--- config.mk ---
export PLATFORM = sky130hd
export DESIGN_NAME = fme_div
export DESIGN_NICKNAME = d
export VERILOG_FILES = /design/src/rtl/fme_div.sv
export SDC_FILE = /design/constraint.sdc
export NUM_CORES = 1
export LEC_CHECK = 0
export BUFFER_PORTS_ARGS = -buffer_cell sky130_fd_sc_hd__buf_4
export CELL_PAD_IN_SITES_DETAIL_PLACEMENT = 2
export CELL_PAD_IN_SITES_GLOBAL_PLACEMENT = 2
export CORE_UTILIZATION = 37
export CTS_BUF_LIST = sky130_fd_sc_hd__clkbuf_16
export CTS_CLUSTER_SIZE = 25
export DETAILED_ROUTE_END_ITERATION = 6
export GPL_TIMING_DRIVEN = 0
export PLACE_DENSITY = 0.82
export SETUP_SLACK_MARGIN = 0.3
export SYNTH_ARGS = -nofsm -noshare
export SYNTH_HDL_FRONTEND = slang
export SYNTH_SLANG_ARGS = --single-unit
--- constraint.sdc ---
create_clock -name clk -period 9.1 [get_ports clk]
set_clock_uncertainty 0.15 [all_clocks]
set_input_delay 1.82 -clock clk [delete_from_list [all_inputs] [get_ports clk]]
set_output_delay 1.82 -clock clk [all_outputs]
set_load 0.05 [all_outputs]
--- src/rtl/fme_div.sv ---
// ----------------------------------------------------------------------------
// fme_div
// Pipelined restoring divider, one quotient bit per stage. Quotients that do
// not fit in Q_W bits come out as all ones. A tag rides along with each item.
// ----------------------------------------------------------------------------
`default_nettype none

module fme_div #(
  parameter int NUM_W = 33,
  parameter int DEN_W = 16,
  parameter int Q_W   = 17,
  parameter int TAG_W = 8
) (
  input  wire logic             clk,
  input  wire logic             rst,
  input  wire logic             in_valid,
  input  wire logic [NUM_W-1:0] num,
  input  wire logic [DEN_W-1:0] den,
  input  wire logic [TAG_W-1:0] tag_in,
  output logic                  out_valid,
  output logic [Q_W-1:0]        quo,
  output logic [TAG_W-1:0]      tag_out
);

  localparam int HI_W  = NUM_W - Q_W;
  localparam int CMP_W = (HI_W > DEN_W) ? HI_W : DEN_W;

  logic [Q_W:0]       vld;
  logic [DEN_W-1:0]   rem       [Q_W+1];
  logic [DEN_W-1:0]   rem_next  [Q_W+1];
  logic [Q_W-1:0]     nlo       [Q_W+1];
  logic [Q_W-1:0]     nlo_next  [Q_W+1];
  logic [DEN_W-1:0]   dv        [Q_W+1];
  logic [DEN_W-1:0]   dv_next   [Q_W+1];
  logic [Q_W-1:0]     qacc      [Q_W+1];
  logic [Q_W-1:0]     qacc_next [Q_W+1];
  logic               ovf       [Q_W+1];
  logic               ovf_next  [Q_W+1];
  logic [TAG_W-1:0]   tg        [Q_W+1];
  logic [TAG_W-1:0]   tg_next   [Q_W+1];

  // Stage zero checks for overflow; each later stage resolves one bit.
  always_comb begin
    logic [HI_W-1:0]  hi;
    logic [DEN_W:0]   trial;
    logic             ge;
    hi           = num[NUM_W-1:Q_W];
    rem_next[0]  = DEN_W'(hi);
    ovf_next[0]  = CMP_W'(hi) >= CMP_W'(den);
    nlo_next[0]  = num[Q_W-1:0];
    dv_next[0]   = den;
    qacc_next[0] = '0;
    tg_next[0]   = tag_in;
    for (int i = 1; i <= Q_W; i++) begin
      trial = {rem[i-1], nlo[i-1][Q_W-i]};
      ge    = trial >= {1'b0, dv[i-1]};
      rem_next[i]  = ge ? DEN_W'(trial - {1'b0, dv[i-1]}) : DEN_W'(trial);
      qacc_next[i] = qacc[i-1];
      qacc_next[i][Q_W-i] = ge;
      nlo_next[i]  = nlo[i-1];
      dv_next[i]   = dv[i-1];
      ovf_next[i]  = ovf[i-1];
      tg_next[i]   = tg[i-1];
    end
  end

  // Valid bits.
  always_ff @(posedge clk) begin
    if (rst) begin
      vld <= '0;
    end else begin
      vld <= {vld[Q_W-1:0], in_valid};
    end
  end

  // Stage payload.
  always_ff @(posedge clk) begin
    rem  <= rem_next;
    nlo  <= nlo_next;
    dv   <= dv_next;
    qacc <= qacc_next;
    ovf  <= ovf_next;
    tg   <= tg_next;
  end

  assign out_valid = vld[Q_W];
  assign quo       = ovf[Q_W] ? '1 : qacc[Q_W];
  assign tag_out   = tg[Q_W];

endmodule

`default_nettype wire

==> metrics.cfg <==
[grt]
grtUsageMet1=0.181
overflow=0
grt-busiest-layer=met2
grt_start_max_net_pins=17
grt_util_all_layers=0.179
met3_usage=0.0284
grt_pass1_vias=27589
grt_pass1_wl_mm=143
antenna_found_initial=0
grt.met2_usage=0.356

[yosys]
ys_types=77
synthArstFlopShare=0
synth_seq_cells=1030
synth-main-ff-cell=dfxtp_1
synth_area_um2=36700
synth_edf_count=0
synth_warnings=0
avgSynthCellArea_um2=11.1
netlist_instances=3319
synth_fp_nets=3683
yosysSeqAreaShare=0.562

[finish]
num_antenna_cells=0
area_growth_syn_to_layout_pct=16.3
fill_cells=10122
multi_input_area_um2=14500
final_area_um2=42700
fin_cells=4897
seqCellArea_um2=20600
finish.net_count=3881
post_route_cells_drive_above_1_share=0.135

[timing]
worst_slew_pin_slew_ps=1040
setup_viol_count_final=0
fin_crit_sh=0.454
period_needed_ps=4130
fin_ws_ps=4970
drv_slew=0
finalSetupTns_ps=0
relSlewSlack=0.304
fmax_mhz=242
finalHoldViolCount=0
rsz0062_at_grt=no

[routing]
first_pass_iters=4
drc=0
routedWlPerCell_um=18.2
finalWirelength_mm=89.1
ant_nets=0
vias_per_cell=4.89
vias=23936
drtIter0Drc=649

[worst_setup_path]
arrival_ps=4490
startpoint=dv[232]
critPathKind=flop to flop
worst_r2r_path_depth=13
cp-endpoint=rem[211]
critical_path_required_ps=9460
r2r_end=rem[211]
cp-end-kind=flop
r2r_setup_slack_ps=4970
startpoint_type=flop
cp_max_fo=10
r2r-start=dv[232]

[placed_design]
io_buffers=85
place_area_um2=39000
dp_hpwl_mm=65.3
dp_cells=4691
dp_slack_ps=5120
globalplace.congestion=0.824

[cts]
holdBufCountCts=0
cts_setup_buffers=0
cts_num_sinks=1030
cts_tree=done
clockRootBuffer=clkbuf_16
post_cts_resized=0
cts_htree_levels=3
clk_path_buf_depth=3
cts_made_buffers=111
clkSlewWorstSetupHoldPaths_ps=60
clock_latency_ps=710

[floorplan]
dieWidth_um=317
rows=115
initial_core_util=0.373
die_h_um=317
core-area_um2=98400
ios=86
die-area_um2=101000

[min_path]
hold_path.class=flop to flop

[pwr]
design_power_total_mw=17.2
peakVddDrop_mv=0.280
p_leak_nw=19.3
powerDensity_nw_per_um2=402

[run_status]
status=complete, no violations

[flow_run]
maxCapViolCount=0

worst min path at each step:
stage	from	to	slack, ps	cells after the start
2_1_floorplan	nlo[119]	nlo[102]	160	0
3_3_place_gp	tg[143]	tg[135]	160	0
3_5_place_dp	qacc[236]	qacc[219]	160	0
4_1_cts	nlo[69]	nlo[52]	160	0
5_1_grt	nlo[223]	nlo[206]	160	0
6_report	nlo[223]	nlo[206]	160	0
kinds of logic (layout without fill, tap and decap cells):
logic type               Yosys count  count (layout)  synth area share
AO/OA/AOI/OAI                    646             646             0.113
XOR/XNOR                         183             183            0.0436
adder cells (fa/ha/maj)          304             304             0.107
buffers and inverters            409             700            0.0442
flip-flops                      1030            1030             0.562
multiplexers                     182             182            0.0550
AND/OR/NAND/NOR                  565             565            0.0759
worst max-delay path, cell delays in order (launching register included):
cell and delay, ps:
dfxtp_1 360, inv_1 60, ha_1 270, clkbuf_1 290
nand3_1 230, nor2_1 150, o31ai_1 130, a31oi_1 240
o21ai_0 200, o21ai_1 790, inv_1 390, clkbuf_1 360
nand2_1 140, o21ai_0 160
final cells by class:
| cell class | instances | share of cell area |
|---|---|---|
| Sequential cell | 1030 | 0.483 |
| Inverter | 363 | 0.0319 |
| Multi-Input combinational cell | 1880 | 0.339 |
| Timing Repair Buffer | 85 | 0.0149 |
| Tap cell | 1287 | 0.0377 |
| Clock buffer | 112 | 0.0656 |
| Clock inverter | 94 | 0.0222 |
| Buffer | 46 | 0.00609 |
routing by layer:
layer	up-vias	part of all wire
li1	11649	-
met1	11808	0.38
met2	297	0.55
met3	182	0.030
met4	0	0.033
met5	-	0
cell usage after synthesis (all sizes together), types with 17 or more instances:
library cell | n | area (um^2)
o21bai | 17 | 128
xnor2 | 125 | 1090
nand2b | 46 | 290
xor2 | 58 | 508
clkbuf | 18 | 67.6
nor3 | 36 | 180
ha | 288 | 3600
nor2b | 61 | 382
o21a | 35 | 263
nand4 | 35 | 219
buf | 28 | 193
nand2 | 114 | 428
mux2 | 158 | 1780
a21oi | 203 | 1030
nand3 | 38 | 190
a31oi | 25 | 156
nor2 | 163 | 612
inv | 363 | 1360
dfxtp | 1030 | 20600
a21o | 72 | 542
mux2i | 24 | 240
o21ai | 154 | 782
or2 | 23 | 144
a21boi | 18 | 139
registers in the layout, indices dropped and copies added (netlist names):
| name | count |
|---|---|
| qacc | 153 |
| tg | 136 |
| nlo | 153 |
| tag_out | 8 |
| dv | 272 |
| rem | 272 |
| ovf | 18 |
| vld | 18 |
where the power goes:
group / total (mW) / switching [mW] / internal (mW)
Clock: 4.54 / 1.87 / 2.68
Combinational: 6.47 / 3.56 / 2.91
Sequential: 6.17 / 0.548 / 5.63
Total: 17.2 / 5.98 / 11.2
metrics by stage:
| stage | util | hold slack (ps) |
|---|---|---|
| after floorplan | - | 160 |
| after global placement | 0.396 | 160 |
| after detailed placement | 0.396 | 163 |
| after CTS | 0.434 | 164 |
| after global routing | 0.434 | 160 |
| final | 0.434 | 156 |
cell usage in the layout (no fill, tap or decap), types with 17 or more instances in the layout:
master,netlist,layout
a21o_1,71,71
a21oi_1,200,200
a31oi_1,25,25
buf_4,11,96
clkbuf_1,18,18
clkbuf_16,0,112
clkinv_1,0,22
clkinv_2,0,26
dfxtp_1,1030,1030
ha_1,288,288
inv_1,363,375
mux2_2,158,158
mux2i_1,24,24
nand2_1,114,114
nand2b_1,45,45
nand3_1,38,38
nand4_1,35,35
nor2_1,163,163
nor2b_1,61,61
nor3_1,36,36
o21a_1,35,35
o21ai_0,142,142
o21bai_1,17,17
or2_2,23,23
xnor2_1,125,125
xor2_1,58,58
No activity file was read; power rests on OpenSTA's default activity.
