`config.mk`:
```
export PLATFORM = sky130hd
export DESIGN_NAME = fme_post
export DESIGN_NICKNAME = d
export VERILOG_FILES = /design/src/rtl/fme_pkg.sv /design/src/rtl/fme_div.sv /design/src/rtl/fme_post.sv
export SDC_FILE = /design/constraint.sdc
export NUM_CORES = 2
export LEC_CHECK = 0
export BUFFER_PORTS_ARGS = -buffer_cell sky130_fd_sc_hd__buf_2
export CAP_MARGIN = 30
export CORE_MARGIN = 1.5
export CORE_UTILIZATION = 35
export DETAILED_ROUTE_END_ITERATION = 7
export GPL_ROUTABILITY_DRIVEN = 0
export PLACE_DENSITY = 0.52
export SLEW_MARGIN = 20
export SYNTH_ARGS = -nofsm -noshare
export SYNTH_HDL_FRONTEND = slang
export SYNTH_SLANG_ARGS = --single-unit
```
`constraint.sdc`:
```
create_clock -name clk -period 10.3 [get_ports clk]
set_clock_uncertainty 0.1 [all_clocks]
set_input_delay 1.03 -clock clk [delete_from_list [all_inputs] [get_ports clk]]
set_output_delay 1.03 -clock clk [all_outputs]
set_load 0.005 [all_outputs]
```
`src/rtl/fme_pkg.sv`:
```
// ----------------------------------------------------------------------------
// fme_pkg
// Shared types, constants and table builders for the fuzzy membership
// evaluator pipeline.
// ----------------------------------------------------------------------------
`default_nettype none

package fme_pkg;

  // Field widths and shape constants.
  localparam int VALUE_BITS      = 16;
  localparam int DEGREE_BITS     = 16;
  localparam int EXP_TABLE_DEPTH = 1024;
  localparam int EXP_FRAC_BITS   = $clog2(EXP_TABLE_DEPTH);
  localparam int EXP_ARG_LIMIT   = 24;
  localparam int GAUSS_FRAC      = 12;
  localparam int SERIES_TERMS    = 20;
  localparam int ONE_SHIFT       = 30;

  // Internal datapath widths.
  localparam int DIFF_W  = VALUE_BITS + 1;
  localparam int WIDE_W  = VALUE_BITS + 6;
  localparam int AN_W    = VALUE_BITS + 5;
  localparam int RAMP_W  = VALUE_BITS + DEGREE_BITS;
  localparam int NUM1_W  = AN_W + GAUSS_FRAC;
  localparam int DEN1_W  = VALUE_BITS;
  localparam int Q1_W    = VALUE_BITS + 1;
  localparam int ARG_LIM = EXP_ARG_LIMIT * EXP_TABLE_DEPTH;
  localparam int ARG_W   = $clog2(ARG_LIM + 1);
  localparam int K_W     = ARG_W - EXP_FRAC_BITS;
  localparam int TQ_MAX  = 8 << GAUSS_FRAC;
  localparam int TQ_W    = $clog2(TQ_MAX + 1);
  localparam int SQ_W    = 2 * TQ_W;
  localparam int YQ_SHIFT = 2 * GAUSS_FRAC + 1 - EXP_FRAC_BITS;
  localparam int E_W     = ONE_SHIFT + 1;
  localparam int PROD_W  = E_W + DEGREE_BITS;
  localparam int DEN2_W  = E_W + 1;
  localparam int NUM2_W  = PROD_W;

  // Degree constants.
  localparam longint unsigned DMAX_L = (64'd1 << DEGREE_BITS) - 64'd1;
  localparam logic [DEGREE_BITS-1:0] DMAX = DEGREE_BITS'(DMAX_L);
  localparam logic [DEGREE_BITS-1:0] THRESH =
    DEGREE_BITS'((64'd9999 * DMAX_L + 64'd9999) / 64'd10000);
  localparam logic [DEGREE_BITS-1:0] NOT_LOW = DEGREE_BITS'((DMAX_L + 64'd5000) / 64'd10000);
  localparam logic [DEGREE_BITS-1:0] FLOOR = DEGREE_BITS'((DMAX_L + 64'd99999) / 64'd100000);
  localparam logic [E_W-1:0] ONE_Q30 = E_W'(64'd1 << ONE_SHIFT);
  localparam logic [NUM2_W-1:0] ONE_DMAX = NUM2_W'((64'd1 << ONE_SHIFT) * DMAX_L);

  // Shape codes.
  typedef enum logic [2:0] {
    SHAPE_LEFT  = 3'd0,
    SHAPE_RIGHT = 3'd1,
    SHAPE_TRI   = 3'd2,
    SHAPE_SIG   = 3'd3,
    SHAPE_RSIG  = 3'd4,
    SHAPE_GAUSS = 3'd5
  } shape_t;

  // Status codes.
  typedef enum logic [1:0] {
    STAT_OK         = 2'd0,
    STAT_DOMAIN     = 2'd1,
    STAT_ZERO_WIDTH = 2'd2
  } status_t;

  // Configuration register indexes.
  typedef enum logic [1:0] {
    REG_SHAPE_KIND  = 2'd0,
    REG_START_POINT = 2'd1,
    REG_END_POINT   = 2'd2
  } cfg_reg_t;

  // Per-item control that travels down the pipeline.
  typedef struct packed {
    shape_t  kind;
    status_t status;
    logic    sup;
    logic    full;
    logic    neg;
  } ctl_t;

  typedef struct packed {
    ctl_t                   ctl;
    logic [DEGREE_BITS-1:0] ramp_deg;
    logic [DEGREE_BITS-1:0] gauss_deg;
  } side_t;

  typedef logic [E_W-1:0] exp_rom_t [EXP_TABLE_DEPTH];

  // Quotient of a dividend below 2^(ONE_SHIFT+1) by a small divisor, by
  // shift and subtract.
  function automatic longint unsigned div_small(input longint unsigned n,
                                                input longint unsigned d);
    longint unsigned q;
    longint unsigned r;
    q = 64'd0;
    r = 64'd0;
    for (int b = ONE_SHIFT; b >= 0; b--) begin
      r = (r << 1) | ((n >> b) & 64'd1);
      if (r >= d) begin
        r = r - d;
        q = q | (64'd1 << b);
      end
    end
    return q;
  endfunction

  // Truncated Taylor series of exp(-u), u in Q30 with 0 <= u <= 1.0.
  function automatic logic [E_W-1:0] exp_series(input longint unsigned u);
    longint unsigned term;
    longint unsigned pos;
    longint unsigned neg;
    term = 64'd1 << ONE_SHIFT;
    pos  = term;
    neg  = 64'd0;
    for (int i = 1; i <= SERIES_TERMS; i++) begin
      term = div_small((term * u) >> ONE_SHIFT, 64'(i));
      if ((i % 2) == 1) begin
        neg = neg + term;
      end else begin
        pos = pos + term;
      end
    end
    return (pos > neg) ? E_W'(pos - neg) : '0;
  endfunction

  // exp(-r/EXP_TABLE_DEPTH) for every fractional step r.
  function automatic exp_rom_t build_exp_rom();
    exp_rom_t rom;
    for (int r = 0; r < EXP_TABLE_DEPTH; r++) begin
      rom[r] = exp_series(longint'(r) << (ONE_SHIFT - EXP_FRAC_BITS));
    end
    return rom;
  endfunction

  localparam logic [E_W-1:0] E_ONE = exp_series(64'd1 << ONE_SHIFT);

  function automatic logic [DEGREE_BITS-1:0] floor_deg(input logic [DEGREE_BITS-1:0] v);
    return (v < FLOOR) ? FLOOR : v;
  endfunction

endpackage

`default_nettype wire

```
`src/rtl/fme_div.sv`:
```
// ----------------------------------------------------------------------------
// fme_div
// Pipelined restoring divider, one quotient bit per stage. Quotients that do
// not fit in Q_W bits come out as all ones. A tag rides along with each item.
// ----------------------------------------------------------------------------
`default_nettype none

module fme_div #(
  parameter int NUM_W = 33,
  parameter int DEN_W = 16,
  parameter int Q_W   = 17,
  parameter int TAG_W = 8
) (
  input  wire logic             clk,
  input  wire logic             rst,
  input  wire logic             in_valid,
  input  wire logic [NUM_W-1:0] num,
  input  wire logic [DEN_W-1:0] den,
  input  wire logic [TAG_W-1:0] tag_in,
  output logic                  out_valid,
  output logic [Q_W-1:0]        quo,
  output logic [TAG_W-1:0]      tag_out
);

  localparam int HI_W  = NUM_W - Q_W;
  localparam int CMP_W = (HI_W > DEN_W) ? HI_W : DEN_W;

  logic [Q_W:0]       vld;
  logic [DEN_W-1:0]   rem       [Q_W+1];
  logic [DEN_W-1:0]   rem_next  [Q_W+1];
  logic [Q_W-1:0]     nlo       [Q_W+1];
  logic [Q_W-1:0]     nlo_next  [Q_W+1];
  logic [DEN_W-1:0]   dv        [Q_W+1];
  logic [DEN_W-1:0]   dv_next   [Q_W+1];
  logic [Q_W-1:0]     qacc      [Q_W+1];
  logic [Q_W-1:0]     qacc_next [Q_W+1];
  logic               ovf       [Q_W+1];
  logic               ovf_next  [Q_W+1];
  logic [TAG_W-1:0]   tg        [Q_W+1];
  logic [TAG_W-1:0]   tg_next   [Q_W+1];

  // Stage zero checks for overflow; each later stage resolves one bit.
  always_comb begin
    logic [HI_W-1:0]  hi;
    logic [DEN_W:0]   trial;
    logic             ge;
    hi           = num[NUM_W-1:Q_W];
    rem_next[0]  = DEN_W'(hi);
    ovf_next[0]  = CMP_W'(hi) >= CMP_W'(den);
    nlo_next[0]  = num[Q_W-1:0];
    dv_next[0]   = den;
    qacc_next[0] = '0;
    tg_next[0]   = tag_in;
    for (int i = 1; i <= Q_W; i++) begin
      trial = {rem[i-1], nlo[i-1][Q_W-i]};
      ge    = trial >= {1'b0, dv[i-1]};
      rem_next[i]  = ge ? DEN_W'(trial - {1'b0, dv[i-1]}) : DEN_W'(trial);
      qacc_next[i] = qacc[i-1];
      qacc_next[i][Q_W-i] = ge;
      nlo_next[i]  = nlo[i-1];
      dv_next[i]   = dv[i-1];
      ovf_next[i]  = ovf[i-1];
      tg_next[i]   = tg[i-1];
    end
  end

  // Valid bits.
  always_ff @(posedge clk) begin
    if (rst) begin
      vld <= '0;
    end else begin
      vld <= {vld[Q_W-1:0], in_valid};
    end
  end

  // Stage payload.
  always_ff @(posedge clk) begin
    rem  <= rem_next;
    nlo  <= nlo_next;
    dv   <= dv_next;
    qacc <= qacc_next;
    ovf  <= ovf_next;
    tg   <= tg_next;
  end

  assign out_valid = vld[Q_W];
  assign quo       = ovf[Q_W] ? '1 : qacc[Q_W];
  assign tag_out   = tg[Q_W];

endmodule

`default_nettype wire

```
`src/rtl/fme_post.sv`:
```
// ----------------------------------------------------------------------------
// fme_post
// Back end: scales the exponential into a degree (a second division for the
// sigmoid shapes), applies the floor, selects per shape and forms the
// complement in the output register.
// ----------------------------------------------------------------------------
`default_nettype none

module fme_post import fme_pkg::*; (
  input  wire logic             clk,
  input  wire logic             rst,
  input  wire logic             in_valid,
  input  wire logic [E_W-1:0]   e_in,
  input  wire side_t            side_in,
  output logic                  done,
  output logic [DEGREE_BITS-1:0] degree,
  output logic [DEGREE_BITS-1:0] complement,
  output logic                  in_support,
  output logic [1:0]            status
);

  logic                    vm;
  logic [E_W-1:0]          em;
  logic [PROD_W-1:0]       prodm;
  side_t                   sdm;
  logic                    vn;
  logic [NUM2_W-1:0]       num2;
  logic [DEN2_W-1:0]       den2;
  side_t                   sdn;
  side_t                   sdn_next;
  logic                    vd;
  logic [DEGREE_BITS-1:0]  q2;
  side_t                   sdd;
  logic                    vf;
  logic [DEGREE_BITS-1:0]  degf;
  logic                    supf;
  status_t                 statf;
  logic [DEGREE_BITS-1:0]  deg_next;

  always_ff @(posedge clk) begin
    if (rst) begin
      vm   <= 1'b0;
      vn   <= 1'b0;
      vf   <= 1'b0;
      done <= 1'b0;
    end else begin
      vm   <= in_valid;
      vn   <= vm;
      vf   <= vd;
      done <= vf;
    end
  end

  // Scale by the full-scale degree.
  always_ff @(posedge clk) begin
    em    <= e_in;
    prodm <= PROD_W'(e_in) * PROD_W'(DMAX);
    sdm   <= side_in;
  end

  // The rounded Gaussian degree rides along with the item.
  always_comb begin
    sdn_next           = sdm;
    sdn_next.gauss_deg = DEGREE_BITS'((prodm + (PROD_W'(1) << (ONE_SHIFT - 1))) >> ONE_SHIFT);
  end

  // Sigmoid division operands.
  always_ff @(posedge clk) begin
    den2 <= DEN2_W'(em) + DEN2_W'(ONE_Q30);
    num2 <= (sdm.ctl.neg ? ONE_DMAX : prodm) +
            NUM2_W'((DEN2_W'(em) + DEN2_W'(ONE_Q30)) >> 1);
    sdn  <= sdn_next;
  end

  fme_div #(
    .NUM_W (NUM2_W),
    .DEN_W (DEN2_W),
    .Q_W   (DEGREE_BITS),
    .TAG_W ($bits(side_t))
  ) u_sig_div (
    .clk       (clk),
    .rst       (rst),
    .in_valid  (vn),
    .num       (num2),
    .den       (den2),
    .tag_in    (sdn),
    .out_valid (vd),
    .quo       (q2),
    .tag_out   (sdd)
  );

  // Select the degree for the shape; errors force zero.
  always_comb begin
    logic [DEGREE_BITS-1:0] sig;
    sig = floor_deg(q2);
    case (sdd.ctl.kind) inside
      SHAPE_LEFT, SHAPE_RIGHT, SHAPE_TRI: deg_next = sdd.ramp_deg;
      SHAPE_SIG:   deg_next = sig;
      SHAPE_RSIG:  deg_next = floor_deg(DMAX - sig);
      SHAPE_GAUSS: deg_next = floor_deg(sdd.gauss_deg);
      default:     deg_next = '0;
    endcase
    if (sdd.ctl.status != STAT_OK) begin
      deg_next = '0;
    end
  end

  always_ff @(posedge clk) begin
    degf  <= deg_next;
    supf  <= sdd.ctl.sup;
    statf <= sdd.ctl.status;
  end

  // Output register with the fuzzy complement.
  always_ff @(posedge clk) begin
    degree     <= degf;
    complement <= (degf >= THRESH) ? NOT_LOW : DMAX - degf;
    in_support <= supf;
    status     <= statf;
  end

endmodule

`default_nettype wire

```
==> run metrics <==
Inserted Clock Buffers=239; first-pass GRT wire length=310100 um; syn nets=9673; status=complete, no violations; largest net degree at the start of global routing=61; CP Class=input pin to register; Post-CTS Hold Buffers=0; input/output buffers=between 90 and 100; post-route setup TNS=0 ns; RSZ-0062 raised after global routing=false; post-layout net count=roughly 10000; Final Cycle Share=0.7228; Max Slew Vio Count=0; placed cells=11990; yosys warns=0; commonest non-fill, non-tap cell in the layout=dfxtp_1; post-synthesis cell count=roughly 8600; final setup violation count=0; Worst path slowest cell=fa_1; worst path required time=11.00 ns; Slew HR=0.3891; Layout area overhead=13.63%; ys flop type=dfxtp_1; post_cts resized=0; Final Routed Wirelength=192100 um; crit-path max FO=6; hold crit path type=input pin to register; final non-filler cell total=12460; Core Region=0.2569 mm^2; dpl cell area=approximately 0.095 mm^2; die area=0.2616 mm^2; most frequent cells in the layout=dfxtp_1, inv_1, ha_1; Mapped Area=0.09048 mm^2; Synth cell types=104; # DRC=0; TritonCTS clock tree=done; Overall Global Routing Usage=0.1453; Die Y=511.4 um; DP HPWL=about 150000 um; Via density=4.678; WL/cell=15.42 um; cell depth of the worst hold path=1; Detail Route Antenna Nets=0; CP peak stage delay=0.71 ns; R2R depth=14; Iter 0 DRT Violations=3100; DR pass1 iterations=6; # IOs=110; Fmax achieved=roughly 0.13 GHz; Async SR Flop Fraction=0; endpoint class of the critical path=register; Worst Tran Pin Value=roughly 0.92 ns; Initial Utilization=0.3521; Crit path arrival time=8.14 ns; Levels on crit path=25; share of cells above drive strength 1=0.08199; crit path launch type=input pin; buffer depth of the longest clock path=4; Crit path buffers/inverters=7; EDFF count, synth=0; Seq/Total Area, Yosys=0.4978; final hold vios=0; Post-CTS Setup Bufs=0; number of global-route vias before repair=59610; initial antenna violation count=17; fin crit period=7.445 ns; Die W=511.4 um; Sink Count=approximately 2300; Post-Route Utilization=0.4001; CTS H-tree depth=4; Root Driver=clkbuf_16; final design instance area without fill=~0.10 mm^2; Clock Latency Late Sink=a little over 0.9 ns; Post-Syn Area per Cell=about 10 um^2; fill count=24590; FP Rows=186; vias=58290; Yosys reg bits=2250; Worst-path clk slew=0.06 ns; CP delay by family, top=adder cells; gr ovfl total=0; max-cap viol count=0
-- layout make-up --
| cell class | instances | area, um^2 | share of cell area |
|---|---|---|---|
| inverters | 1058 | 3971 | 0.03863 |
| diodes | 37 | 92.59 | 0.0009006 |
| well taps | 3384 | 4234 | 0.04119 |
| repair buffers | 111 | 640.6 | 0.006231 |
| clock buffers | 336 | 6857 | 0.06670 |
| clock inverters | 95 | 1164 | 0.01132 |
| multi-input cells | 5188 | 40800 | 0.3969 |
| flip-flops and latches | 2250 | 45040 | 0.4382 |
-- cells in the mapped netlist, drive strengths merged, types with 13 or more instances --
| cell type | n | area (um^2) |
|---|---|---|
| mux2 | 205 | 2447 |
| nor4 | 35 | 219.0 |
| a21o | 256 | 1922 |
| o21ai | 408 | 2061 |
| ha | 687 | 8596 |
| nand2b | 95 | 594.3 |
| a221oi | 21 | 183.9 |
| nand4 | 82 | 519.3 |
| dfxtp | 2250 | 45040 |
| nor2b | 139 | 877.1 |
| nor3 | 77 | 385.4 |
| o211ai | 34 | 265.3 |
| o22ai | 13 | 93.84 |
| buf | 56 | 376.6 |
| a211oi | 47 | 357.8 |
| xor2 | 196 | 1717 |
| nand2 | 429 | 1610 |
| nor2 | 466 | 1749 |
| a2111oi | 13 | 182.7 |
| inv | 1058 | 3971 |
| o32a | 13 | 130.1 |
| and3 | 49 | 306.5 |
| a21oi | 665 | 3343 |
| a211o | 23 | 201.4 |
| clkbuf | 90 | 337.8 |
| nand3 | 115 | 580.6 |
| a21boi | 36 | 285.3 |
| xnor2 | 303 | 2654 |
| mux2i | 15 | 150.1 |
| o31ai | 36 | 289.0 |
| o31a | 16 | 140.1 |
| o2111ai | 13 | 120.1 |
| o21bai | 71 | 533.0 |
| o311ai | 14 | 130.1 |
| or2 | 30 | 187.7 |
| fa | 270 | 5405 |
| a31oi | 55 | 371.6 |
| o21a | 83 | 631.9 |
| and2 | 20 | 125.1 |
| or3 | 28 | 175.2 |
-- sequential cells by signal (all words and copies together) (netlist names), 38 cells and up --
signal	flops
u_sig_div.dv	512
u_sig_div.rem	511
u_sig_div.tag_out	38
prodm	47
num2	47
u_sig_div.nlo	136
u_sig_div.tg	608
sdn	38
u_sig_div.qacc	136
-- worst register-to-register path, stage by stage, from the launching register on --
cell       delay, ns
dfxtp_1         0.38
inv_1           0.06
ha_1            0.31
nor2b_1         0.13
o21ai_0         0.20
a21boi_1        0.14
o311a_1         0.37
a2111oi_2       0.56
o41ai_2         0.23
and3_1          0.28
o21ai_1         0.20
a22o_2          0.49
buf_4           0.39
inv_1           0.20
mux2_1          0.36
-- through the flow --
| step | hold slack, ns | setup slack [ns] |
|---|---|---|
| global placement | 0.2097 | 1.969 |
| global route | 0.02755 | 2.404 |
| CTS | 0.007280 | 2.950 |
| floorplan | 0.2096 | 3.237 |
| detailed placement | 0.2121 | 2.016 |
| finish | 0.1080 | 2.855 |
-- kinds of logic after synthesis --
logic type,Yosys count,share of synthesized area
adder cells (fa/ha/maj),957,0.1547
buffers and inverters,1204,0.05179
multiplexers,220,0.02871
AND/OR/NAND/NOR,1613,0.08545
XOR/XNOR,499,0.04831
AO/OA/AOI/OAI,1899,0.1331
flip-flops,2250,0.4978
-- worst paths after layout --
kind,startpoint,endpoint,slack [ns]
worst min-delay path,side_in[36],sdm[36],0.11
worst max register to register,u_sig_div.dv[161],u_sig_div.rem[146],5.69
worst min register to register,u_sig_div.qacc[142],u_sig_div.qacc[126],0.15
worst max-delay path,e_in[8],prodm[45],2.86
-- metal layers --
| metal | global-route usage | vias up | routed length (um) |
|---|---|---|---|
| met1 | 0.1721 | 27200 | 83090 |
| met4 | 0.07547 | 0 | 9802 |
| met3 | 0.02471 | 438 | 8050 |
| li1 | - | 29540 | - |
| met5 | 0 | - | 0 |
| met2 | 0.2510 | 1114 | 91120 |
Power is left out: the tool's default activity adds up to more than one toggle a clock period on the data nets, which glitch-free logic cannot reach.
