File: config.mk
export PLATFORM = sky130hd
export DESIGN_NAME = fme_prep
export DESIGN_NICKNAME = d
export VERILOG_FILES = /design/src/rtl/fme_pkg.sv /design/src/rtl/fme_prep.sv
export SDC_FILE = /design/constraint.sdc
export NUM_CORES = 1
export LEC_CHECK = 0
export ABC_AREA = 1
export BUFFER_PORTS_ARGS = -buffer_cell sky130_fd_sc_hd__buf_4
export CAP_MARGIN = 15
export CORE_ASPECT_RATIO = 0.9
export CORE_MARGIN = 5
export CORE_UTILIZATION = 50
export CTS_CLUSTER_DIAMETER = 50
export DETAILED_ROUTE_END_ITERATION = 7
export PLACE_DENSITY_LB_ADDON = 0.2
export SYNTH_ARGS = -nofsm -noshare
export SYNTH_HDL_FRONTEND = slang
export SYNTH_SLANG_ARGS = --single-unit
File: constraint.sdc
create_clock -name clk -period 9.24 [get_ports clk]
set_input_delay 0.462 -clock clk [delete_from_list [all_inputs] [get_ports clk]]
set_output_delay 0.462 -clock clk [all_outputs]
set_load 0.05 [all_outputs]
File: src/rtl/fme_pkg.sv
// ----------------------------------------------------------------------------
// fme_pkg
// Shared types, constants and table builders for the fuzzy membership
// evaluator pipeline.
// ----------------------------------------------------------------------------
`default_nettype none

package fme_pkg;

  // Field widths and shape constants.
  localparam int VALUE_BITS      = 16;
  localparam int DEGREE_BITS     = 16;
  localparam int EXP_TABLE_DEPTH = 1024;
  localparam int EXP_FRAC_BITS   = $clog2(EXP_TABLE_DEPTH);
  localparam int EXP_ARG_LIMIT   = 24;
  localparam int GAUSS_FRAC      = 12;
  localparam int SERIES_TERMS    = 20;
  localparam int ONE_SHIFT       = 30;

  // Internal datapath widths.
  localparam int DIFF_W  = VALUE_BITS + 1;
  localparam int WIDE_W  = VALUE_BITS + 6;
  localparam int AN_W    = VALUE_BITS + 5;
  localparam int RAMP_W  = VALUE_BITS + DEGREE_BITS;
  localparam int NUM1_W  = AN_W + GAUSS_FRAC;
  localparam int DEN1_W  = VALUE_BITS;
  localparam int Q1_W    = VALUE_BITS + 1;
  localparam int ARG_LIM = EXP_ARG_LIMIT * EXP_TABLE_DEPTH;
  localparam int ARG_W   = $clog2(ARG_LIM + 1);
  localparam int K_W     = ARG_W - EXP_FRAC_BITS;
  localparam int TQ_MAX  = 8 << GAUSS_FRAC;
  localparam int TQ_W    = $clog2(TQ_MAX + 1);
  localparam int SQ_W    = 2 * TQ_W;
  localparam int YQ_SHIFT = 2 * GAUSS_FRAC + 1 - EXP_FRAC_BITS;
  localparam int E_W     = ONE_SHIFT + 1;
  localparam int PROD_W  = E_W + DEGREE_BITS;
  localparam int DEN2_W  = E_W + 1;
  localparam int NUM2_W  = PROD_W;

  // Degree constants.
  localparam longint unsigned DMAX_L = (64'd1 << DEGREE_BITS) - 64'd1;
  localparam logic [DEGREE_BITS-1:0] DMAX = DEGREE_BITS'(DMAX_L);
  localparam logic [DEGREE_BITS-1:0] THRESH =
    DEGREE_BITS'((64'd9999 * DMAX_L + 64'd9999) / 64'd10000);
  localparam logic [DEGREE_BITS-1:0] NOT_LOW = DEGREE_BITS'((DMAX_L + 64'd5000) / 64'd10000);
  localparam logic [DEGREE_BITS-1:0] FLOOR = DEGREE_BITS'((DMAX_L + 64'd99999) / 64'd100000);
  localparam logic [E_W-1:0] ONE_Q30 = E_W'(64'd1 << ONE_SHIFT);
  localparam logic [NUM2_W-1:0] ONE_DMAX = NUM2_W'((64'd1 << ONE_SHIFT) * DMAX_L);

  // Shape codes.
  typedef enum logic [2:0] {
    SHAPE_LEFT  = 3'd0,
    SHAPE_RIGHT = 3'd1,
    SHAPE_TRI   = 3'd2,
    SHAPE_SIG   = 3'd3,
    SHAPE_RSIG  = 3'd4,
    SHAPE_GAUSS = 3'd5
  } shape_t;

  // Status codes.
  typedef enum logic [1:0] {
    STAT_OK         = 2'd0,
    STAT_DOMAIN     = 2'd1,
    STAT_ZERO_WIDTH = 2'd2
  } status_t;

  // Configuration register indexes.
  typedef enum logic [1:0] {
    REG_SHAPE_KIND  = 2'd0,
    REG_START_POINT = 2'd1,
    REG_END_POINT   = 2'd2
  } cfg_reg_t;

  // Per-item control that travels down the pipeline.
  typedef struct packed {
    shape_t  kind;
    status_t status;
    logic    sup;
    logic    full;
    logic    neg;
  } ctl_t;

  typedef struct packed {
    ctl_t                   ctl;
    logic [DEGREE_BITS-1:0] ramp_deg;
    logic [DEGREE_BITS-1:0] gauss_deg;
  } side_t;

  typedef logic [E_W-1:0] exp_rom_t [EXP_TABLE_DEPTH];

  // Quotient of a dividend below 2^(ONE_SHIFT+1) by a small divisor, by
  // shift and subtract.
  function automatic longint unsigned div_small(input longint unsigned n,
                                                input longint unsigned d);
    longint unsigned q;
    longint unsigned r;
    q = 64'd0;
    r = 64'd0;
    for (int b = ONE_SHIFT; b >= 0; b--) begin
      r = (r << 1) | ((n >> b) & 64'd1);
      if (r >= d) begin
        r = r - d;
        q = q | (64'd1 << b);
      end
    end
    return q;
  endfunction

  // Truncated Taylor series of exp(-u), u in Q30 with 0 <= u <= 1.0.
  function automatic logic [E_W-1:0] exp_series(input longint unsigned u);
    longint unsigned term;
    longint unsigned pos;
    longint unsigned neg;
    term = 64'd1 << ONE_SHIFT;
    pos  = term;
    neg  = 64'd0;
    for (int i = 1; i <= SERIES_TERMS; i++) begin
      term = div_small((term * u) >> ONE_SHIFT, 64'(i));
      if ((i % 2) == 1) begin
        neg = neg + term;
      end else begin
        pos = pos + term;
      end
    end
    return (pos > neg) ? E_W'(pos - neg) : '0;
  endfunction

  // exp(-r/EXP_TABLE_DEPTH) for every fractional step r.
  function automatic exp_rom_t build_exp_rom();
    exp_rom_t rom;
    for (int r = 0; r < EXP_TABLE_DEPTH; r++) begin
      rom[r] = exp_series(longint'(r) << (ONE_SHIFT - EXP_FRAC_BITS));
    end
    return rom;
  endfunction

  localparam logic [E_W-1:0] E_ONE = exp_series(64'd1 << ONE_SHIFT);

  function automatic logic [DEGREE_BITS-1:0] floor_deg(input logic [DEGREE_BITS-1:0] v);
    return (v < FLOOR) ? FLOOR : v;
  endfunction

endpackage

`default_nettype wire

File: src/rtl/fme_prep.sv
// ----------------------------------------------------------------------------
// fme_prep
// Front end: captures the input value with the shape setup, classifies the
// value against the shape and forms the numerator and denominator of the
// main division.
// ----------------------------------------------------------------------------
`default_nettype none

module fme_prep import fme_pkg::*; (
  input  wire logic                          clk,
  input  wire logic                          rst,
  input  wire logic                          in_valid,
  input  wire logic signed [VALUE_BITS-1:0]  x_value,
  input  wire shape_t                        shape_kind,
  input  wire logic signed [VALUE_BITS-1:0]  start_point,
  input  wire logic signed [VALUE_BITS-1:0]  end_point,
  output logic                               out_valid,
  output logic [NUM1_W-1:0]                  num,
  output logic [DEN1_W-1:0]                  den,
  output side_t                              side
);

  // Stage 1: capture.
  logic                           v1;
  logic signed [VALUE_BITS-1:0]   x1;
  logic signed [VALUE_BITS-1:0]   s1;
  logic signed [VALUE_BITS-1:0]   e1;
  shape_t                         k1;

  // Stage 2: differences.
  logic                       v2;
  logic signed [DIFF_W-1:0]   w2;
  logic signed [DIFF_W-1:0]   dx2;
  logic signed [DIFF_W-1:0]   de2;
  shape_t                     k2;

  // Stage 3: classification and operands.
  logic                v3;
  logic [AN_W-1:0]     an3;
  logic [DEN1_W-1:0]   aw3;
  ctl_t                ctl3;
  logic [AN_W-1:0]     an_next;
  logic [DEN1_W-1:0]   aw_next;
  ctl_t                ctl_next;

  // Stage 4 next values.
  logic [NUM1_W-1:0]   num_next;

  always_ff @(posedge clk) begin
    if (rst) begin
      v1 <= 1'b0;
      v2 <= 1'b0;
      v3 <= 1'b0;
      out_valid <= 1'b0;
    end else begin
      v1 <= in_valid;
      v2 <= v1;
      v3 <= v2;
      out_valid <= v3;
    end
  end

  // Capture the value together with the shape it is measured against.
  always_ff @(posedge clk) begin
    x1 <= x_value;
    s1 <= start_point;
    e1 <= end_point;
    k1 <= shape_kind;
  end

  // Width, offset from the start and distance to the end.
  always_ff @(posedge clk) begin
    w2  <= DIFF_W'(e1) - DIFF_W'(s1);
    dx2 <= DIFF_W'(x1) - DIFF_W'(s1);
    de2 <= DIFF_W'(e1) - DIFF_W'(x1);
    k2  <= k1;
  end

  // Domain checks and the dividend operand for each shape.
  always_comb begin
    logic                      dx_pos;
    logic                      de_pos;
    logic signed [DIFF_W:0]    dx_dbl;
    logic signed [DIFF_W:0]    de_dbl;
    logic signed [WIDE_W-1:0]  sw;
    logic signed [WIDE_W-1:0]  sdx;
    logic signed [WIDE_W-1:0]  sig_n;
    logic signed [WIDE_W-1:0]  gau_n;
    logic signed [WIDE_W-1:0]  sig_abs;
    logic signed [WIDE_W-1:0]  gau_abs;
    logic signed [DIFF_W-1:0]  w_abs;
    dx_pos  = dx2 > 0;
    de_pos  = de2 > 0;
    dx_dbl  = {dx2, 1'b0};
    de_dbl  = {de2, 1'b0};
    sw      = WIDE_W'(w2);
    sdx     = WIDE_W'(dx2);
    sig_n   = (sw <<< 2) + (sw <<< 1) - (sdx <<< 3) - (sdx <<< 2);
    gau_n   = (sdx <<< 3) - (sw <<< 2);
    sig_abs = sig_n[WIDE_W-1] ? -sig_n : sig_n;
    gau_abs = gau_n[WIDE_W-1] ? -gau_n : gau_n;
    w_abs   = w2[DIFF_W-1] ? -w2 : w2;

    ctl_next        = '0;
    ctl_next.kind   = k2;
    ctl_next.status = STAT_OK;
    an_next         = '0;
    aw_next         = w_abs[DEN1_W-1:0];

    case (k2) inside
      SHAPE_LEFT: begin
        ctl_next.sup = de_pos;
        if (!de_pos) begin
          ctl_next.status = STAT_DOMAIN;
        end else if (!dx_pos) begin
          ctl_next.full = 1'b1;
        end else begin
          an_next = AN_W'(de2[VALUE_BITS-1:0]);
        end
      end
      SHAPE_RIGHT: begin
        ctl_next.sup = dx_pos;
        if (!dx_pos) begin
          ctl_next.status = STAT_DOMAIN;
        end else if (!de_pos) begin
          ctl_next.full = 1'b1;
        end else begin
          an_next = AN_W'(dx2[VALUE_BITS-1:0]);
        end
      end
      SHAPE_TRI: begin
        ctl_next.sup = dx_pos && de_pos;
        if (!(dx_pos && de_pos)) begin
          ctl_next.status = STAT_DOMAIN;
        end else if (dx_dbl <= (DIFF_W + 1)'(w2)) begin
          an_next = AN_W'(dx_dbl[VALUE_BITS-1:0]);
        end else begin
          an_next = AN_W'(de_dbl[VALUE_BITS-1:0]);
        end
      end
      SHAPE_SIG, SHAPE_RSIG: begin
        ctl_next.sup = 1'b1;
        ctl_next.neg = sig_n[WIDE_W-1] != w2[DIFF_W-1];
        an_next      = sig_abs[AN_W-1:0];
        if (w2 == 0) begin
          ctl_next.status = STAT_ZERO_WIDTH;
        end
      end
      SHAPE_GAUSS: begin
        ctl_next.sup = 1'b1;
        an_next      = gau_abs[AN_W-1:0];
        if (w2 == 0) begin
          ctl_next.status = STAT_ZERO_WIDTH;
        end
      end
      default: begin
        ctl_next.status = STAT_ZERO_WIDTH;
      end
    endcase
  end

  always_ff @(posedge clk) begin
    an3  <= an_next;
    aw3  <= aw_next;
    ctl3 <= ctl_next;
  end

  // Scale the dividend and add half the divisor for rounding.
  always_comb begin
    logic [RAMP_W-1:0] ramp_prod;
    logic [NUM1_W-1:0] half;
    ramp_prod = RAMP_W'(an3[VALUE_BITS-1:0]) * RAMP_W'(DMAX);
    half      = NUM1_W'(aw3 >> 1);
    case (ctl3.kind) inside
      SHAPE_LEFT, SHAPE_RIGHT, SHAPE_TRI: num_next = NUM1_W'(ramp_prod) + half;
      SHAPE_SIG, SHAPE_RSIG: num_next = (NUM1_W'(an3) << EXP_FRAC_BITS) + half;
      SHAPE_GAUSS: num_next = (NUM1_W'(an3) << GAUSS_FRAC) + half;
      default: num_next = '0;
    endcase
  end

  always_ff @(posedge clk) begin
    num            <= num_next;
    den            <= aw3;
    side.ctl       <= ctl3;
    side.ramp_deg  <= '0;
    side.gauss_deg <= '0;
  end

endmodule

`default_nettype wire

==> metrics.cfg <==
[cts]
cts.reportedPaths.clkPinSlew_ps=60
postCtsResizedCells=0
root_buffer=sky130_fd_sc_hd__clkbuf_16
cts_tree=done
cts_num_sinks=211
cts.hold.buffers_added=51
postCtsSetupRepairBufs=0
tritoncts.num_buffers=28
cts-htree-levels=1
clock_latency_ps=560
clockBufferDepth=3

[synth]
synth.distinct_cells=54
synthesis.yosys.warnings=0
synthMostInstantiatedCell=sky130_fd_sc_hd__inv_1
postSynth.asyncResetShare_pct=0
post_synth_inst_count=2542
synth.cells.most_frequent=sky130_fd_sc_hd__inv_1 (496), sky130_fd_sc_hd__nand2_1 (486), sky130_fd_sc_hd__ha_1 (220)
synth_seq_cells=211
synth_seq_area_share_pct=21.6
dominant_synthesized_flop_cell=sky130_fd_sc_hd__dfxtp_1
synth_top_area_share_pct=21.6
synth_area_per_cell_sq_um=7.68
synthDominantAreaCellType=sky130_fd_sc_hd__dfxtp_1
synth_area_sq_um=19500
netlist_top_cells_area=sky130_fd_sc_hd__dfxtp_1 (22%), sky130_fd_sc_hd__fa_1 (18%), sky130_fd_sc_hd__ha_1 (14%), sky130_fd_sc_hd__inv_1 (9.5%), sky130_fd_sc_hd__nand2_1 (9.3%)
synth-edff-count=0

[layout]
final_nets=3167
synthesis_to_finish_area_growth_pct=14.4
sequential_cell_area_sq_um=4220
post_route_cells_drive_above_1_share_pct=7.56
multi_input_comb_area_sq_um=13200
number_of_fillers_in_the_final_layout=3591

[die]
io_pins=144
die-width_um=218
die_height_um=197
std_cell_rows=68
dieArea_sq_um=43100
placeableCoreArea_sq_um=38500
initial_utilization_pct=50.8

[detailed_routing]
drc_errors=0
drtAntennaViolNets=0
first_iter_violations=1508
drt_pass1_iterations=6
routed_wire_length_um=62400
vias_per_cell=5.31
routed-via-count=17334
wire_per_inst_um=19.1

[grt]
antenna_found_initial=0
grt_max_degree=31
first_global_vias=17089
grt_util_all_layers_pct=29.0
grt_overflow_total=0
grt_pass1_wl_um=97300

[timing]
slew-limit-headroom_pct=19.5
unrepaired_setup_endpoints_after_global_routing=no
clock.fmax_mhz=157
drv_slew=0
max_slew.worst_pin.slew_ps=1200
final-setup-viol-count=0
fin_ws_ps=2880
hold_viol_final=0
min_period_over_period_pct=68.9
fin_setup_tns_ps=0
max_clock_skew_ps=14.8
finalWorstPathRequiredPeriod_ps=6360

[setup_path]
start_kind=flip-flop
regToRegSetupSlack_ps=2880
worstReg2RegEnd=num[28]
worst-endpoint-required_ps=9690
cp-end-kind=flip-flop
worstRegToRegCells=19
arrival_ps=6810
worst-setup-path-type=flip-flop to flip-flop
worst_r2r_startpoint=an3[6]
cp_max_fo=8

[run_status]
outcome=complete, no violations

[flow_run]
max_cap_violations=0

[placement]
half_perimeter_wire_length_after_detailed_placement_um=53200
port-buffer-count=111
gpl.final_weighted_congestion=0.996
dp_worst_setup_slack_ps=2990

[hold_path]
worst_min_delay_path_category=primary input to flip-flop
min_path_cells=2
hp_start=rst
hold_end=v2

layout make-up:
| cell class | instances | area share, % |
|---|---|---|
| multi-input cells | 1808 | 58.9 |
| flip-flops and latches | 211 | 18.9 |
| inverters | 500 | 8.41 |
| repair buffers | 169 | 6.27 |
| clock buffers | 31 | 3.28 |
| well taps | 525 | 2.94 |
| clock inverters | 20 | 1.23 |
| diodes | 1 | 0.0112 |
state kept, by name, summed over array words and instances, names as in the netlist, 16 cells and up:
signal and count:
x1 16, de2 17, s1 16, dx2 17, an3 21, aw3 16
w2 17, den 16, e1 16, num 33
critical path: stages (launching register included):
cell,delay [ps]
sky130_fd_sc_hd__dfxtp_1,520
sky130_fd_sc_hd__inv_1,170
sky130_fd_sc_hd__fa_1,630
sky130_fd_sc_hd__inv_1,90
sky130_fd_sc_hd__fa_1,490
sky130_fd_sc_hd__fa_1,610
sky130_fd_sc_hd__fa_1,540
sky130_fd_sc_hd__fa_1,540
sky130_fd_sc_hd__inv_1,60
sky130_fd_sc_hd__fa_1,530
sky130_fd_sc_hd__inv_1,40
sky130_fd_sc_hd__ha_1,360
sky130_fd_sc_hd__a21oi_1,310
sky130_fd_sc_hd__o21ai_0,190
sky130_fd_sc_hd__a21oi_1,220
sky130_fd_sc_hd__nand3_1,200
sky130_fd_sc_hd__a21o_1,230
sky130_fd_sc_hd__or2_2,270
sky130_fd_sc_hd__nand3_1,110
sky130_fd_sc_hd__nand3_1,110
metrics by stage:
| step | utilization (%) | instances | instance area (sq um) | hold slack [ps] |
|---|---|---|---|---|
| CTS | 58.0 | 3262 | 22300 | 42.7 |
| global placement | 54.1 | 3160 | 20800 | 311 |
| global route | 58.1 | 3264 | 22300 | 58.3 |
| floorplan | - | 2573 | 19600 | 310 |
| finish | 58.1 | 3265 | 22300 | 70.3 |
| detailed placement | 54.1 | 3160 | 20800 | 312 |
how the worst max path moves through the flow:
stage	slack (ps)	end	startpoint
floorplan	3770	num[30]	an3[5]
global placement	3050	num[25]	an3[7]
detailed placement	2990	num[28]	an3[5]
CTS	2980	num[28]	an3[5]
global route	2560	num[28]	an3[5]
finish	2880	num[28]	an3[6]
cell usage in the layout (no fill, tap or decap), types with 4 or more instances in the layout:
cell type | synthesis | routed
sky130_fd_sc_hd__clkinv_8 | 0 | 6
sky130_fd_sc_hd__nand2_2 | 6 | 6
sky130_fd_sc_hd__nand4_1 | 26 | 26
sky130_fd_sc_hd__nor4_1 | 9 | 9
sky130_fd_sc_hd__nor2_2 | 10 | 10
sky130_fd_sc_hd__nand3b_1 | 9 | 9
sky130_fd_sc_hd__conb_1 | 1 | 32
sky130_fd_sc_hd__nor3_1 | 34 | 33
sky130_fd_sc_hd__o221ai_1 | 8 | 8
sky130_fd_sc_hd__o22ai_1 | 6 | 6
sky130_fd_sc_hd__o21a_1 | 10 | 10
sky130_fd_sc_hd__a21o_1 | 11 | 11
sky130_fd_sc_hd__nand2_1 | 486 | 486
sky130_fd_sc_hd__a21oi_1 | 136 | 136
sky130_fd_sc_hd__o31ai_1 | 5 | 5
sky130_fd_sc_hd__dfxtp_1 | 211 | 211
sky130_fd_sc_hd__a21boi_0 | 4 | 4
sky130_fd_sc_hd__xor2_1 | 65 | 65
sky130_fd_sc_hd__nand3_1 | 191 | 191
sky130_fd_sc_hd__clkbuf_16 | 0 | 28
sky130_fd_sc_hd__dlygate4sd3_1 | 0 | 51
sky130_fd_sc_hd__o211ai_1 | 6 | 6
sky130_fd_sc_hd__xnor2_1 | 21 | 21
sky130_fd_sc_hd__inv_1 | 496 | 496
sky130_fd_sc_hd__a31oi_1 | 12 | 12
sky130_fd_sc_hd__ha_1 | 220 | 220
sky130_fd_sc_hd__fa_1 | 175 | 175
sky130_fd_sc_hd__nor2_1 | 175 | 175
sky130_fd_sc_hd__or2_2 | 11 | 11
sky130_fd_sc_hd__buf_4 | 34 | 117
sky130_fd_sc_hd__o21ai_0 | 101 | 101
sky130_fd_sc_hd__o21bai_1 | 9 | 9
metal layers:
layer	routed length [um]	global-route usage [%]	share of wire, %
met5	0	0	0
met4	1430	5.65	2.3
met3	5750	7.37	9.2
met2	25400	42.7	41
met1	29800	43.2	48
cells by family after synthesis:
| family | count (synthesis) | share of synthesized area [%] |
|---|---|---|
| other cells | 1 | 0.0192 |
| compound gates | 330 | 9.69 |
| fa+ha+maj | 395 | 32.0 |
| buf+inv | 554 | 11.5 |
| simple gates | 965 | 21.2 |
| flops | 211 | 21.6 |
| xor+xnor | 86 | 3.86 |
Power is left out: the tool's default activity adds up to more than one toggle a clock period on the data nets, which glitch-free logic cannot reach.
